`config.mk`:
```
export PLATFORM = sky130hd
export DESIGN_NAME = fcw_regs
export DESIGN_NICKNAME = d
export VERILOG_FILES = /design/src/hw/rtl/fcw_pkg.sv /design/src/hw/rtl/fcw_regs.sv
export SDC_FILE = /design/constraint.sdc
export NUM_CORES = 1
export LEC_CHECK = 0
export CORE_MARGIN = 4
export CORE_UTILIZATION = 40
export CTS_BUF_LIST = sky130_fd_sc_hd__clkbuf_8
export DETAILED_ROUTE_END_ITERATION = 8
export DONT_BUFFER_PORTS = 1
export GPL_TIMING_DRIVEN = 1
export SKIP_CTS_REPAIR_TIMING = 1
export SYNTH_ARGS = -nofsm -noshare
export SYNTH_HDL_FRONTEND = slang
export SYNTH_SLANG_ARGS = --single-unit
```
`constraint.sdc`:
```
create_clock -name clk -period 1.2 [get_ports clk]
set_input_delay 0.12 -clock clk [delete_from_list [all_inputs] [get_ports clk]]
set_output_delay 0.12 -clock clk [all_outputs]
set_load 0.02 [all_outputs]
```
`src/hw/rtl/fcw_pkg.sv`:
```
// Shared types and constants of the FAT12 cluster chain walker.
package fcw_pkg;

  localparam int ENTRY_W   = 12;
  localparam int CLUSTER_W = 12;
  localparam int SIZE_W    = 32;
  localparam int OFFSET_W  = 32;
  localparam int COUNT_W   = 20;
  localparam int CFG_AW    = 5;
  localparam int CFG_DW    = 32;
  localparam int QDEPTH    = 2;
  localparam int QAW       = $clog2(QDEPTH);
  localparam int QCW       = $clog2(QDEPTH + 1);

  // Command codes on the input channel.
  localparam logic [1:0] CMD_LOAD  = 2'd0;
  localparam logic [1:0] CMD_START = 2'd1;
  localparam logic [1:0] CMD_CONT  = 2'd2;
  localparam logic [1:0] CMD_NOP   = 2'd3;

  // Result status codes.
  localparam logic [1:0] ST_OK        = 2'd0;
  localparam logic [1:0] ST_NO_CHAIN  = 2'd1;
  localparam logic [1:0] ST_LOW_START = 2'd2;

  // Register indexes on the configuration port.
  localparam logic [2:0] REG_RSV_SECT   = 3'd0;
  localparam logic [2:0] REG_BYTES_SECT = 3'd1;
  localparam logic [2:0] REG_SECT_CLUS  = 3'd2;
  localparam logic [2:0] REG_FAT_COPIES = 3'd3;
  localparam logic [2:0] REG_FAT_SECT   = 3'd4;
  localparam logic [2:0] REG_ROOT_ENT   = 3'd5;

  localparam logic [ENTRY_W-1:0] ENT_RESERVED_LO = 12'hFF7;
  localparam logic [COUNT_W-1:0] COUNT_MAX       = 20'hFFFFF;

  typedef enum logic [1:0] {
    K_LOAD      = 2'd0,
    K_START     = 2'd1,
    K_CONT      = 2'd2,
    K_BAD_START = 2'd3
  } fcw_kind_t;

  typedef struct packed {
    fcw_kind_t              kind;
    logic [7:0]             fat_byte;
    logic [CLUSTER_W-1:0]   cluster;
    logic [SIZE_W-1:0]      size;
  } fcw_item_t;

  typedef struct packed {
    logic [15:0] reserved_sectors;
    logic [12:0] bytes_per_sector;
    logic [7:0]  sectors_per_cluster;
    logic [2:0]  fat_copies;
    logic [15:0] fat_sectors;
    logic [15:0] root_entry_count;
  } fcw_cfg_t;

  typedef struct packed {
    logic [OFFSET_W-1:0]  byte_offset;
    logic [COUNT_W-1:0]   byte_count;
    logic [CLUSTER_W-1:0] cluster;
    logic                 last;
    logic [1:0]           status;
  } fcw_result_t;

endpackage

```
`src/hw/rtl/fcw_regs.sv`:
```
// Geometry register file behind the APB-style configuration port.
module fcw_regs (
  input  logic                      clk,
  input  logic                      rst_n,
  input  logic                      psel,
  input  logic                      penable,
  input  logic                      pwrite,
  input  logic [fcw_pkg::CFG_AW-1:0] paddr,
  input  logic [fcw_pkg::CFG_DW-1:0] pwdata,
  output logic [fcw_pkg::CFG_DW-1:0] prdata,
  output logic                      pready,
  output fcw_pkg::fcw_cfg_t         cfg
);
  import fcw_pkg::*;

  fcw_cfg_t   cfg_r;
  logic       wr_en;
  logic [2:0] reg_idx;

  assign pready  = 1'b1;
  assign wr_en   = psel && penable && pwrite && pready;
  assign reg_idx = paddr[CFG_AW-1:2];
  assign cfg     = cfg_r;

  always_ff @(posedge clk) begin
    if (!rst_n) begin
      cfg_r.reserved_sectors    <= 16'd1;
      cfg_r.bytes_per_sector    <= 13'd512;
      cfg_r.sectors_per_cluster <= 8'd1;
      cfg_r.fat_copies          <= 3'd2;
      cfg_r.fat_sectors         <= 16'd9;
      cfg_r.root_entry_count    <= 16'd224;
    end else if (wr_en) begin
      case (reg_idx)
        REG_RSV_SECT:   cfg_r.reserved_sectors    <= pwdata[15:0];
        REG_BYTES_SECT: cfg_r.bytes_per_sector    <= pwdata[12:0];
        REG_SECT_CLUS:  cfg_r.sectors_per_cluster <= pwdata[7:0];
        REG_FAT_COPIES: cfg_r.fat_copies          <= pwdata[2:0];
        REG_FAT_SECT:   cfg_r.fat_sectors         <= pwdata[15:0];
        REG_ROOT_ENT:   cfg_r.root_entry_count    <= pwdata[15:0];
        default: ;
      endcase
    end
  end

  always_comb begin
    case (reg_idx)
      REG_RSV_SECT:   prdata = {16'd0, cfg_r.reserved_sectors};
      REG_BYTES_SECT: prdata = {19'd0, cfg_r.bytes_per_sector};
      REG_SECT_CLUS:  prdata = {24'd0, cfg_r.sectors_per_cluster};
      REG_FAT_COPIES: prdata = {29'd0, cfg_r.fat_copies};
      REG_FAT_SECT:   prdata = {16'd0, cfg_r.fat_sectors};
      REG_ROOT_ENT:   prdata = {16'd0, cfg_r.root_entry_count};
      default:        prdata = '0;
    endcase
  end

endmodule

```
==> results of run 1 <==
==> metal layers <==
| metal | share of wire (%) | GRT usage, % | up-vias |
|---|---|---|---|
| met2 | 48 | 31.70 | 88 |
| met5 | 0 | 0 | - |
| met4 | 1.6 | 7.150 | 0 |
| li1 | - | - | 1358 |
| met3 | 8.9 | 6.298 | 13 |
| met1 | 42 | 23.06 | 1317 |
==> kinds of logic after synthesis <==
family | Yosys count | share of synthesized area (%)
other cells | 2 | 0.2180
buf+inv | 51 | 8.572
simple gates | 111 | 14.68
flops | 72 | 41.85
mux | 88 | 27.68
compound gates | 34 | 7.011
==> cell usage in the layout, fill, tap and decap left out, drive strengths merged, types with 3 or more instances in the layout <==
cell type	count
a22oi	10
buf	97
bufinv	3
clkbuf	10
conb	17
dfxtp	72
inv	9
mux2	8
mux2i	75
mux4	5
nand2	79
nand4b	3
nor2	8
nor2b	11
o21ai	8
o22ai	4
o311ai	5
==> cell type report <==
| cell class | count | area (um^2) |
|---|---|---|
| sequential | 72 | 1455 |
| clock buffer | 10 | 137.6 |
| clock inverter | 6 | 107.6 |
| timing repair buffer | 98 | 754.5 |
| multi-input combinational | 250 | 1872 |
| fill | 779 | 3811 |
| tap | 105 | 131.4 |
| inverter | 8 | 30.03 |
==> how the worst min path moves through the flow <==
stage / to / cells past startpoint / start / slack, ns
4_1_cts: cfg[19] / 1 / rst_n / -0.14
6_report: cfg[19] / 1 / rst_n / -0.11
3_3_place_gp: cfg[19] / 1 / rst_n / 0.22
3_5_place_dp: cfg[19] / 1 / rst_n / 0.23
2_1_floorplan: cfg[52] / 2 / pwdata[9] / 0.29
5_1_grt: cfg[52] / 1 / rst_n / -0.12
==> synthesized netlist by cell type (all sizes together), types with 2 or more instances <==
cell,instances
nand2,79
mux2i,75
dfxtp,72
buf,29
clkbuf,14
nor2b,11
a22oi,10
inv,8
mux2,8
nor2,8
o21ai,8
mux4,5
o311ai,5
o22ai,4
nand4b,3
conb,2
nand2b,2
nand3,2
o32a,2
or3,2
==> report_power, final <==
part | leakage, nW | internal (W) | switching (W)
registers | 0.585 | 0.00241 | 0.00000989
clock network | 0.128 | 0.00143 | 0.000920
logic | 1.22 | 0.000136 | 0.000206
total | 1.93 | 0.00397 | 0.00114
==> worst max-delay path, cell delays in order, from the launching register on <==
cell     delay, ns
dfxtp_1       0.32
mux4_2        0.46
nor2b_4       0.14
buf_6         0.12
==> through the flow <==
stage	cells	hold slack [ns]	setup slack (ns)	cell area [um^2]
2_1_floorplan	373	0.2883	-0.08860	3536
3_3_place_gp	531	0.2193	0.04672	4135
3_5_place_dp	531	0.2287	0.04457	4135
4_1_cts	547	-0.1430	-0.3372	4380
5_1_grt	549	-0.1231	-0.3534	4488
6_report	549	-0.1137	-0.3023	4488
==> results.toml, run 1 <==
[outcome]
status = "finished with violations"
failed_checks = "hold timing, setup timing"

[die]
io-pin-count = 147
core_region_area_um2 = 8299
floorplan.die_area_um2 = 10160
die_y_um = 100.8
row_count = 33
start_util_pct = 41.50
die_w_um = 100.8

[clock_tree]
clk_pin_slew_ns = 0.08
htreeDepth = 3
tritoncts = "built"
insertion_delay_ns = 0.33
cts_buffers = 9
cts_max_path_buffers = 2
root_buffer = "clkbuf_8"
clock-sinks = 72

[cells_and_area]
drive_gt1_share_pct = 36.26
layout.core_utilization_pct = 54.08
number_of_flip_flops_under_the_largest_register_name = 72
synthToLayoutAreaGrowth_pct = 30.29
diodes = 0
final_net_count = 481

[pwr]
p_total_w = 0.005109
cellLeakagePower_nw = 1.932
power.density_cell_area_nw_per_um2 = 1138
ir_worst_vdd_uv = 497.2

[setup_path]
critical_path_required_ns = 1.08
worstSetupEndpointType = "primary output"
critPathLaunch = "cfg[28]"
crit_type = "flop to primary output"
worstPathArrival_ns = 1.38
setup.worst_path.start_class = "flop"
reg2regPathDepth = 4
r2r_end = "cfg[43]"
timing.rr.start = "cfg[43]"
crit_end = "prdata[12]"
worstPathMaxFanout = 2
timing.reg2reg.setup_slack_ns = 0.38

[timing]
post-route-worst-setup-slack_ns = -0.3023
clock-skew-final_ns = 0
rsz0062_at_grt = "yes"
finalSetupTns_ns = -2.486
timing.final.crit_share_pct = 125.2
whs_ns = -0.1137
final-hold-violation-count = 69
maxClockFrequency_ghz = 0.6657
report.final.slew_viol_count = 0
setup_viol = 16
finalWorstPathRequiredPeriod_ns = 1.502

[routing]
drt-total-wl_mm = 9.610
vias_per_cell = 5.056
dr_total_vias = 2776
drc = 0
postRouteAntennaNets = 0
first_pass_iters = 4
first_iter_violations = 120
wl_per_cell_um = 17.50

[synth]
synthArstFlopShare_pct = 0
synth_seq_cells = 72
syn_area_um2 = 3445
synth_area_leader_cell = "dfxtp_1"
synth.avg_cell_area_um2 = 9.622
netlist-cell-type-count = 34
seq_area_frac_synth_pct = 41.85
yosysWarnings = 0
synth_edf_count = 0
synth_top_area_share_pct = 41.85
netlist_top_cells_area = "dfxtp_1 (42%), mux2i_1 (22%), nand2_1 (8.6%), buf_4 (3.9%), mux4_2 (3.3%)"
ys_dominant_reg_cell = "dfxtp_1"
post_synthesis_instance_total = 358

[job]
cap_violations = 0

[global_route]
wire_length_of_the_first_global_routing_pass_mm = 15.12
grt-ovfl-total = 0
antenna_found_initial = 0
first_global_vias = 2933
grt_usage_pct = 19.16
grt_max_degree = 90

[place]
io_buffers = 0
place_hpwl_mm = 6.708
routabilityCongestion = 0.7964

[hold_path]
hold_path_class = "primary input to flop"
(Power assumes the default switching activity.)
==> run 2, diff against run 1 <==
--- a/config.mk
+++ b/config.mk
@@ -6,7 +6,8 @@
 export NUM_CORES = 1
 export LEC_CHECK = 0
-export CORE_MARGIN = 4
+export CORE_MARGIN = 1
 export CORE_UTILIZATION = 40
 export CTS_BUF_LIST = sky130_fd_sc_hd__clkbuf_8
+export CTS_CLUSTER_SIZE = 16
 export DETAILED_ROUTE_END_ITERATION = 8
 export DONT_BUFFER_PORTS = 1
==> constraint.sdc (replaced) <==
create_clock -name clk -period 1.2 [get_ports clk]
set_input_delay 0.18 -clock clk [delete_from_list [all_inputs] [get_ports clk]]
set_output_delay 0.18 -clock clk [all_outputs]
set_load 0.02 [all_outputs]
==> run 2 against run 1 <==
The flow still finishes with violations (hold timing, setup timing). Cell count is 1.8% lower. Worst hold slack better by 0.075 ns. Core utilization shrank 0.47 points. Maximum frequency increased by 2.6%. Count of clock-buffer cells in the layout rose by 1. Non-clock buffer count shrank 10. Wire length shrank 4.8%. Register-to-register slack hardly changed. First-iteration DRC count decreased by 46%. Clock skew stayed put. Clock power is 16% lower.
==> results.toml, run 2 (synthesis gave the netlist of run 1 again) <==
[global_route]
grt-ovfl-total = 0
first_global_vias = 2811
wire_length_of_the_first_global_routing_pass_mm = 13.99
antenna_found_initial = 0
grt_usage_pct = 20.76
grt_max_degree = 90

[cells_and_area]
drive_gt1_share_pct = 35.48
stdcell_count = 539
number_of_flip_flops_under_the_largest_register_name = 72
most-common-layout-cells = "buf_4 (86), nand2_1 (79), mux2i_1 (75)"
synthToLayoutAreaGrowth_pct = 28.51
layout.filler_cells = 776
layout.area.seq_um2 = 1448
multiInputGateArea_um2 = 1926
layout.cells.most_common = "buf_4"
final_net_count = 471
diodes = 0

[hold_path]
hold_path_class = "primary input to flop"
holdPathEnd = "cfg[19]"
min_path_cells = 1
worstHoldStart = "rst_n"

[die]
floorplan.die_area_um2 = 8986
start_util_pct = 41.71
die_w_um = 94.80
io-pin-count = 147
core_region_area_um2 = 8258
row_count = 33
die_y_um = 94.80

[clock_tree]
root_buffer = "clkbuf_8"
cts_max_path_buffers = 2
htreeDepth = 3
cts_buffers = 9
insertion_delay_ns = 0.33
clock-sinks = 72
tritoncts = "built"
clk_pin_slew_ns = 0.08

[timing]
clock-skew-final_ns = 0
post-route-worst-setup-slack_ns = -0.2642
maxClockFrequency_ghz = 0.6829
rsz0062_at_grt = "yes"
worst_slew_margin_rel_pct = 63.70
worst-slew-pin-transition_ns = 0.5439
finalWorstPathRequiredPeriod_ns = 1.464
setup_viol = 16
timing.final.crit_share_pct = 122.0
final-hold-violation-count = 8
whs_ns = -0.03855
finalSetupTns_ns = -3.041
report.final.slew_viol_count = 0

[routing]
wl_per_cell_um = 16.98
drt-total-wl_mm = 9.151
postRouteAntennaNets = 0
drc = 0
first_iter_violations = 65
dr_total_vias = 2739
first_pass_iters = 4
vias_per_cell = 5.082

[outcome]
failed_checks = "hold timing, setup timing"
status = "finished with violations"

[place]
io_buffers = 0
numPlacedInstances = 523
place_hpwl_mm = 6.329
routabilityCongestion = 0.7684

[pwr]
power.density_cell_area_nw_per_um2 = 1070
ir_worst_vdd_uv = 625.7
cellLeakagePower_nw = 1.869

[setup_path]
worstPathArrival_ns = 1.28
setup.worst_path.start_class = "flop"
worstPathMaxFanout = 2
reg2regPathDepth = 3
worstSetupEndpointType = "primary output"
timing.reg2reg.setup_slack_ns = 0.39
timing.rr.start = "cfg[7]"
critical_path_required_ns = 1.02
crit_type = "flop to primary output"
r2r_end = "cfg[7]"

[job]
cap_violations = 0
run 2: cell types whose count changed in the layout (fill, tap and decap cells not counted), moves of 2 or more:
cell	delta
buf_4	-9
bufinv_16	-2
clkinvlp_4	+2
dfxtp_1	+6
dfxtp_2	-6
run 2: stage by stage:
step / setup WS [ns] / cell area [um^2] / utilization, % / hold WS (ns) / total power [W]
final: -0.2642 / 4427 / 53.61 / -0.03855 / 0.004735
after global routing: -0.3059 / 4427 / 53.61 / -0.08670 / 0.004921
after CTS: -0.3213 / 4347 / 52.64 / -0.07903 / 0.004784
after detailed placement: 0.01014 / 4140 / 50.14 / 0.2869 / 0.002799
after global placement: 0.04200 / 4140 / 50.14 / 0.2785 / 0.002794
after floorplan: -0.1120 / 3617 / - / 0.3483 / 0.002859
run 2: how the worst max path moves through the flow:
stage               slack (ns)  cells past startpoint     start    endpoint
finish                   -0.26                      2   cfg[10]  prdata[10]
global route             -0.31                      3   cfg[44]   prdata[1]
CTS                      -0.32                      3   cfg[44]   prdata[1]
detailed placement        0.01                      5  paddr[2]     cfg[27]
global placement          0.04                      4  paddr[2]     cfg[58]
floorplan                -0.11                      6  paddr[2]     cfg[62]
run 2: metal layers:
metal	GRT usage, %	routed length, um	vias to the layer above	part of all wire, %
li1	-	-	1347	-
met1	22.69	3823	1300	42
met2	37.35	4580	84	50
met3	7.327	657	8	7.2
met4	6.313	91	0	0.99
met5	0	0	-	0
run 2: layout make-up:
class,count,area share (%)
clock inverters,5,1.244
well taps,105,2.968
inverters,8,0.6783
multi-input cells,250,43.50
repair buffers,88,15.49
flip-flops and latches,72,32.70
clock buffers,11,3.420
run 2: critical path: stages (launching register included):
cell and delay (ns):
dfxtp_1 0.31, mux4_2 0.47, nor2b_4 0.16
run 2: where the power goes:
group          switching [W]  internal (W)
Clock               0.000918       0.00107
Combinational       0.000207      0.000128
Sequential        0.00000975       0.00241
Total                0.00113       0.00360
