`config.mk`:
```
export PLATFORM = sky130hd
export DESIGN_NAME = fcw_front
export DESIGN_NICKNAME = d
export VERILOG_FILES = /design/src/hw/rtl/fcw_pkg.sv /design/src/hw/rtl/fcw_front.sv
export SDC_FILE = /design/constraint.sdc
export NUM_CORES = 1
export LEC_CHECK = 0
export BUFFER_PORTS_ARGS = -buffer_cell sky130_fd_sc_hd__buf_2
export CORE_MARGIN = 4
export CORE_UTILIZATION = 45
export CTS_CLUSTER_DIAMETER = 60
export DETAILED_ROUTE_END_ITERATION = 8
export GPL_ROUTABILITY_DRIVEN = 0
export GPL_TIMING_DRIVEN = 0
export HOLD_SLACK_MARGIN = 0.1
export PLACE_DENSITY = 0.84
export SETUP_SLACK_MARGIN = 0.15
export SYNTH_ARGS = -nofsm -noshare
export SYNTH_HDL_FRONTEND = slang
export SYNTH_SLANG_ARGS = --single-unit
```
`constraint.sdc`:
```
create_clock -name clk -period 4.23 [get_ports clk]
set_input_delay 0.846 -clock clk [delete_from_list [all_inputs] [get_ports clk]]
set_output_delay 0.846 -clock clk [all_outputs]
set_load 0.02 [all_outputs]
```
`src/hw/rtl/fcw_pkg.sv`:
```
// Shared types and constants of the FAT12 cluster chain walker.
package fcw_pkg;

  localparam int ENTRY_W   = 12;
  localparam int CLUSTER_W = 12;
  localparam int SIZE_W    = 32;
  localparam int OFFSET_W  = 32;
  localparam int COUNT_W   = 20;
  localparam int CFG_AW    = 5;
  localparam int CFG_DW    = 32;
  localparam int QDEPTH    = 2;
  localparam int QAW       = $clog2(QDEPTH);
  localparam int QCW       = $clog2(QDEPTH + 1);

  // Command codes on the input channel.
  localparam logic [1:0] CMD_LOAD  = 2'd0;
  localparam logic [1:0] CMD_START = 2'd1;
  localparam logic [1:0] CMD_CONT  = 2'd2;
  localparam logic [1:0] CMD_NOP   = 2'd3;

  // Result status codes.
  localparam logic [1:0] ST_OK        = 2'd0;
  localparam logic [1:0] ST_NO_CHAIN  = 2'd1;
  localparam logic [1:0] ST_LOW_START = 2'd2;

  // Register indexes on the configuration port.
  localparam logic [2:0] REG_RSV_SECT   = 3'd0;
  localparam logic [2:0] REG_BYTES_SECT = 3'd1;
  localparam logic [2:0] REG_SECT_CLUS  = 3'd2;
  localparam logic [2:0] REG_FAT_COPIES = 3'd3;
  localparam logic [2:0] REG_FAT_SECT   = 3'd4;
  localparam logic [2:0] REG_ROOT_ENT   = 3'd5;

  localparam logic [ENTRY_W-1:0] ENT_RESERVED_LO = 12'hFF7;
  localparam logic [COUNT_W-1:0] COUNT_MAX       = 20'hFFFFF;

  typedef enum logic [1:0] {
    K_LOAD      = 2'd0,
    K_START     = 2'd1,
    K_CONT      = 2'd2,
    K_BAD_START = 2'd3
  } fcw_kind_t;

  typedef struct packed {
    fcw_kind_t              kind;
    logic [7:0]             fat_byte;
    logic [CLUSTER_W-1:0]   cluster;
    logic [SIZE_W-1:0]      size;
  } fcw_item_t;

  typedef struct packed {
    logic [15:0] reserved_sectors;
    logic [12:0] bytes_per_sector;
    logic [7:0]  sectors_per_cluster;
    logic [2:0]  fat_copies;
    logic [15:0] fat_sectors;
    logic [15:0] root_entry_count;
  } fcw_cfg_t;

  typedef struct packed {
    logic [OFFSET_W-1:0]  byte_offset;
    logic [COUNT_W-1:0]   byte_count;
    logic [CLUSTER_W-1:0] cluster;
    logic                 last;
    logic [1:0]           status;
  } fcw_result_t;

endpackage

```
`src/hw/rtl/fcw_front.sv`:
```
// Command intake: decodes each item into a kind and queues it for the back end.
module fcw_front (
  input  logic                          clk,
  input  logic                          rst_n,
  input  logic                          start,
  input  logic [1:0]                    in_command,
  input  logic [7:0]                    in_fat_byte,
  input  logic [fcw_pkg::CLUSTER_W-1:0] in_start_cluster,
  input  logic [fcw_pkg::SIZE_W-1:0]    in_file_size,
  output logic                          busy,
  input  logic                          pop,
  output logic                          head_valid,
  output fcw_pkg::fcw_item_t            head
);
  import fcw_pkg::*;

  fcw_item_t      q_r [QDEPTH];
  logic [QAW-1:0] wr_ptr_r, wr_ptr_nxt;
  logic [QAW-1:0] rd_ptr_r, rd_ptr_nxt;
  logic [QCW-1:0] cnt_r, cnt_nxt;
  logic           accept;
  logic           push;
  logic           do_pop;
  fcw_item_t      item;

  assign busy       = (cnt_r == QCW'(QDEPTH));
  assign accept     = start && !busy;
  assign push       = accept && (in_command != CMD_NOP);
  assign head_valid = (cnt_r != '0);
  assign head       = q_r[rd_ptr_r];
  assign do_pop     = pop && head_valid;

  // A start naming cluster 0 or 1 is flagged here so the back end only reports it.
  always_comb begin
    item.fat_byte = in_fat_byte;
    item.cluster  = in_start_cluster;
    item.size     = in_file_size;
    case (in_command)
      CMD_LOAD:  item.kind = K_LOAD;
      CMD_START: item.kind = (in_start_cluster < CLUSTER_W'(2)) ? K_BAD_START : K_START;
      CMD_CONT:  item.kind = K_CONT;
      default:   item.kind = K_LOAD;
    endcase
  end

  always_comb begin
    wr_ptr_nxt = push ? wr_ptr_r + QAW'(1) : wr_ptr_r;
    rd_ptr_nxt = do_pop ? rd_ptr_r + QAW'(1) : rd_ptr_r;
    cnt_nxt    = cnt_r + QCW'(push) - QCW'(do_pop);
  end

  always_ff @(posedge clk) begin
    if (!rst_n) begin
      wr_ptr_r <= '0;
      rd_ptr_r <= '0;
      cnt_r    <= '0;
    end else begin
      wr_ptr_r <= wr_ptr_nxt;
      rd_ptr_r <= rd_ptr_nxt;
      cnt_r    <= cnt_nxt;
    end
  end

  always_ff @(posedge clk) begin
    if (push) begin
      q_r[wr_ptr_r] <= item;
    end
  end

`ifndef SYNTHESIS
  a_cnt_bound: assert property (@(posedge clk) disable iff (!rst_n)
    cnt_r <= QCW'(QDEPTH))
    else $error("queue fill count beyond depth");

  a_push_grows: assert property (@(posedge clk) disable iff (!rst_n)
    push && !do_pop |=> cnt_r == $past(cnt_r) + QCW'(1))
    else $error("queued item not counted");

  a_nop_dropped: assert property (@(posedge clk) disable iff (!rst_n)
    accept && in_command == CMD_NOP |=> cnt_r <= $past(cnt_r))
    else $error("unknown command entered the queue");
`endif

endmodule

```
==> results.py, run 1 <==
metrics = {
    "die": {
        "io_pins": 114,
        "dieArea_um2": 11100,
        "die_h_um": 105,
        "start_util_pct": 46.1,
        "row_count": 35,
        "die_w_um": 105,
        "coreArea_um2": 9240,
    },
    "synthesis": {
        "ys_ff_latch": 113,
        "netlist_area_um2": 4260,
        "syn_nets": 271,
        "ys.flop_type": "edfxtp_1",
        "avgSynthCellArea_um2": 20.6,
        "yosysMostFrequentCell": "edfxtp_1",
        "ys_warn_count": 0,
        "yosysTopAreaCell": "edfxtp_1",
        "synthTopCellsByArea": "edfxtp_1 76%, mux2_1 14%, dfxtp_1 2.4%",
        "synth_edf_count": 108,
        "ys_seq_area_share_pct": 78.5,
        "synthTopCellsByCount": "108 x edfxtp_1, 54 x mux2_1, 6 x ha_1, 6 x inv_1",
        "yosys.area.top_type_share_pct": 76.2,
        "synth-async-reset-ratio_pct": 0,
        "synth_cells": 207,
        "synth_cell_types": 22,
    },
    "critical_path": {
        "cp.required_ns": 3.38,
        "path_cells": "buf_2 -> buf_6 -> mux2_1 -> buf_2",
        "critPathKind": "register to primary output",
        "reg2regPathDepth": 4,
        "endpoint_kind": "primary output",
        "cp_slowest_cell": "mux2_1",
        "start_kind": "register",
        "reg2reg_slack_ns": 2.19,
        "cp_top_family": "buffers and inverters",
        "arrival_ns": 1.82,
        "cp_num_buf_inv": 3,
        "crit_top_cell": "buf_2",
        "r2r_start": "cnt_r[1]$_SDFF_PN0_",
        "cp_max_fo": 10,
        "reg2reg_to": "q_r[1][15]$_DFFE_PP_",
        "slowest_delay_ns": 0.37,
    },
    "timing": {
        "worst_slew_pin_slew_ns": 0.874,
        "final.setup.tns_ns": 0,
        "layout_min_cycle_time_ns": 2.67,
        "relSlewSlack_pct": 41.6,
        "hold_violations": 0,
        "max_freq_mhz": 375,
        "slew_viol_final": 0,
        "skew_ns": 0.0131,
        "setup_viol_count_final": 0,
        "final.setup.worst_slack_ns": 1.56,
        "rsz0062_at_grt": "false",
        "finalCritPeriodShare_pct": 63.1,
    },
    "power": {
        "power.density_nw_per_um2": 684,
        "finalPower_uw": 3890,
        "vdd_ir_drop_max_v": 0.000376,
        "leakagePower_uw": 0.00220,
    },
    "clocking": {
        "cts_max_path_buffers": 2,
        "cts_buffers": 17,
        "cts_tree": "built",
        "clk_latency_ns": 0.50,
        "post_cts_buffers": 0,
        "htreeDepth": 4,
        "clkSinkCount": 113,
        "clkTransAtPathRegs_ns": 0.06,
        "cts-root-buf": "clkbuf_8",
        "cts_hold_buf": 0,
        "cts_resized": 0,
    },
    "placement": {
        "port_buffers": 113,
        "dp_hpwl_um": 5250,
        "placed_area_um2": 5030,
        "pre_cts_ws_ns": 1.31,
    },
    "cells_and_area": {
        "drive_above_1_share_pct": 43.8,
        "area_delta_synth_final_pct": 33.6,
        "design_area_um2": 5690,
        "antenna_cells": 0,
        "final_util_pct": 61.5,
        "finalNetCount": 405,
        "fillCellCount": 691,
    },
    "drt": {
        "vias": 2320,
        "routedWlPerCell_um": 15.9,
        "drtIter0Drc": 66,
        "vias_per_cell": 4.80,
        "wl_um": 7670,
        "ant_nets": 0,
        "drc": 0,
        "first_pass_iters": 4,
    },
    "worst_hold_path": {
        "min_from": "wr_ptr_r$_SDFFE_PN0P_",
        "hold_end": "wr_ptr_r$_SDFFE_PN0P_",
        "hold_depth": 2,
        "hold_class": "register to register",
    },
    "global_routing": {
        "gr-total-overflow": 0,
        "grt_pass1_vias": 2515,
        "antenna_found_initial": 0,
        "grt_max_degree": 33,
        "grt_usage_pct": 14.5,
        "grt_pass1_wl_um": 12300,
    },
    "run": {
        "cap_violations": 0,
    },
    "status": {
        "outcome": "finished clean",
    },
}
sequential cells by signal, summed over array words and instances (netlist names), named ones only:
name / flops
wr_ptr_r: 1
cnt_r: 2
q_r: 108
rd_ptr_r: 1
tightest hold or removal path: stages (launching register included):
cell and delay [ns]:
dfxtp_1 0.32, o21ai_0 0.10, a21oi_2 0.06
worst max-delay path by stage:
stage                              from                   to  slack, ns  cells past startpoint
after floorplan           in_command[0]  q_r[1][0]$_DFFE_PP_       1.01                      4
after global placement    in_command[0]  q_r[1][4]$_DFFE_PP_        0.1                      5
after detailed placement  in_command[0]  q_r[1][4]$_DFFE_PP_       1.31                      6
after CTS                      register             head[20]       1.52                      4
after global routing           register             head[20]       1.46                      4
final                          register             head[20]       1.56                      4
final cells by class:
class                      instances  area [um2]  area share, %
buffer                             6        61.3           1.08
tap                              129         161           2.84
timing repair buffer             115         606           10.7
sequential                       113        3340           58.8
clock buffer                      18         418           7.35
multi-input combinational         82         837           14.7
inverter                           6        22.5          0.396
clock inverter                    14         236           4.16
cell usage in the layout (no fill, tap or decap), types with 2 or more instances in the layout:
| cell | netlist | routed |
|---|---|---|
| buf_2 | 1 | 114 |
| edfxtp_1 | 108 | 108 |
| mux2_1 | 54 | 54 |
| clkbuf_16 | 0 | 16 |
| ha_1 | 6 | 6 |
| bufinv_16 | 0 | 6 |
| buf_6 | 5 | 5 |
| inv_1 | 6 | 5 |
| dfxtp_1 | 5 | 5 |
| nor2_1 | 5 | 4 |
| clkinv_4 | 0 | 4 |
| or2_1 | 2 | 2 |
| nor4_1 | 2 | 2 |
| and2_1 | 2 | 2 |
| clkinv_1 | 0 | 2 |
| buf_12 | 0 | 2 |
stage by stage:
| step | instances | hold WS, ns |
|---|---|---|
| CTS | 483 | 0.506 |
| finish | 483 | 0.522 |
| detailed placement | 451 | 0.510 |
| floorplan | 207 | 0.481 |
| global route | 483 | 0.511 |
| global placement | 449 | 0.494 |
cell families after synthesis:
kind of cell	after synthesis	synth area share, %
flops	113	78.5
buf+inv	12	1.97
simple gates	16	2.38
xor+xnor	2	0.412
fa+ha+maj	6	1.76
compound gates	4	0.647
mux	54	14.3
routing by layer:
layer | global-route usage [%] | wire length (um)
met1 | 16.2 | 3030
met2 | 25.1 | 4120
met3 | 5.63 | 477
met4 | 4.97 | 36
met5 | 0 | 0
power breakdown:
group          switching, uW  leakage, uW  internal, uW
clock network            469     0.000318          1070
registers               35.7      0.00104          1380
logic                    563     0.000841           360
total                   1070      0.00220          2820
Power figures use the tool's default switching activity.
==> inputs of run 2 (changes only) <==
Clock period 4.23 ns to 2.45 ns, I/O delays scaled along.
==> results.py, run 2 (same netlist as run 1, synthesis figures left out) <==
metrics = {
    "clocking": {
        "htreeDepth": 4,
        "clk_latency_ns": 0.50,
        "cts_buffers": 17,
        "post_cts_buffers": 0,
        "cts-root-buf": "clkbuf_8",
        "clkSinkCount": 113,
        "cts_max_path_buffers": 2,
        "clkTransAtPathRegs_ns": 0.06,
        "cts_tree": "built",
    },
    "timing": {
        "slew_viol_final": 0,
        "rsz0062_at_grt": "false",
        "skew_ns": 0.0104,
        "final.setup.tns_ns": 0,
        "setup_viol_count_final": 0,
        "finalCritPeriodShare_pct": 88.7,
        "layout_min_cycle_time_ns": 2.17,
        "hold_violations": 0,
        "worst_slew_pin_slew_ns": 0.734,
        "relSlewSlack_pct": 50.9,
        "max_freq_mhz": 460,
    },
    "cells_and_area": {
        "antenna_cells": 0,
        "largest_reg_flops": 108,
        "drive_above_1_share_pct": 44.1,
        "area_delta_synth_final_pct": 33.0,
        "top_regs": "q_r: 108 flops, cnt_r: 2 flops",
        "regMostFlops": "q_r",
        "final_cell_mix": "113 x buf_2, 108 x edfxtp_1, 54 x mux2_1",
        "design_area_um2": 5660,
        "final_common_cell": "buf_2",
        "finalNetCount": 405,
    },
    "status": {
        "outcome": "finished clean",
    },
    "worst_hold_path": {
        "hold_class": "input port to register",
        "min_from": "in_fat_byte[7]",
    },
    "global_routing": {
        "gr-total-overflow": 0,
        "grt_pass1_wl_um": 12900,
        "antenna_found_initial": 0,
        "grt_usage_pct": 15.5,
        "grt_pass1_vias": 2536,
        "grt_max_degree": 32,
    },
    "die": {
        "die_w_um": 105,
        "die_h_um": 105,
        "row_count": 35,
        "io_pins": 114,
        "dieArea_um2": 11100,
        "coreArea_um2": 9240,
        "start_util_pct": 46.1,
    },
    "critical_path": {
        "cp.required_ns": 1.96,
        "critPathKind": "register to primary output",
        "endpoint_kind": "primary output",
        "crit_top_cell": "buf_6",
        "r2r_start": "cnt_r[0]$_SDFF_PN0_",
        "start_kind": "register",
        "cp_slowest_cell": "mux2_1",
        "cp_top_family": "buffers and inverters",
        "cp_num_buf_inv": 3,
        "cp_max_fo": 10,
        "slowest_delay_ns": 0.35,
        "path_cells": "buf_6 -> buf_6 -> mux2_1 -> buf_2",
        "arrival_ns": 1.68,
    },
    "placement": {
        "dp_hpwl_um": 5140,
        "placed_area_um2": 5010,
        "port_buffers": 113,
    },
    "drt": {
        "routedWlPerCell_um": 16.5,
        "ant_nets": 0,
        "vias_per_cell": 4.68,
        "first_pass_iters": 5,
        "drtIter0Drc": 93,
        "vias": 2262,
        "drc": 0,
        "wl_um": 7960,
    },
    "power": {
        "leakagePower_uw": 0.00217,
        "power.density_nw_per_um2": 1170,
        "vdd_ir_drop_max_v": 0.000734,
    },
    "run": {
        "cap_violations": 0,
    },
}
[run 2: report_power, final]
group / switching (uW) / internal [uW]
Clock: 845 / 1750
Sequential: 62.8 / 2390
Combinational: 977 / 619
Total: 1890 / 4760
[run 2: what timing repair did]
item                                    4_1_cts  5_1_grt
endpoints found under the setup margin      104        1
gates cloned                                  1        0
hold buffers                                  0        0
hold endpoints to repair                      0        0
gates resized for setup                       2        1
[run 2: path summary, 6_finish.rpt]
kind         cells after the start  slack (ns)                   end
max                              4        0.28              head[39]
min                              1        0.17  q_r[1][51]$_DFFE_PP_
max reg2reg                      4        0.49   q_r[1][2]$_DFFE_PP_
min reg2reg                      2        0.53              register
[run 2: stage by stage]
stage               std cells  total power [uW]  hold WS [ns]  util (%)  setup WS (ns)
floorplan                 207              3570         0.481         -          0.171
global placement          449              4060         0.496      54.1         -0.444
detailed placement        450              4110         0.525      54.3         -0.295
CTS                       483              6730         0.153      61.2          0.189
global route              483              6960         0.148      61.2          0.177
finish                    483              6650         0.171      61.2          0.277
[run 2: cell type report]
class                           count  area (um2)
Tap cell                          129         161
Inverter                            6        26.3
Timing Repair Buffer              114         586
Clock inverter                     14         213
Multi-Input combinational cell     82         837
Timing Repair inverter              1        7.51
Clock buffer                       18         418
Fill cell                         694        3580
Buffer                              6        67.6
Sequential cell                   113        3340
[run 2: metal layers]
metal	track usage (%)	wire (um)	up-vias
met5	0	0	-
met4	5.90	82	0
met3	5.51	468	8
met2	27.0	4250	74
met1	17.5	3160	1109
li1	-	-	1071
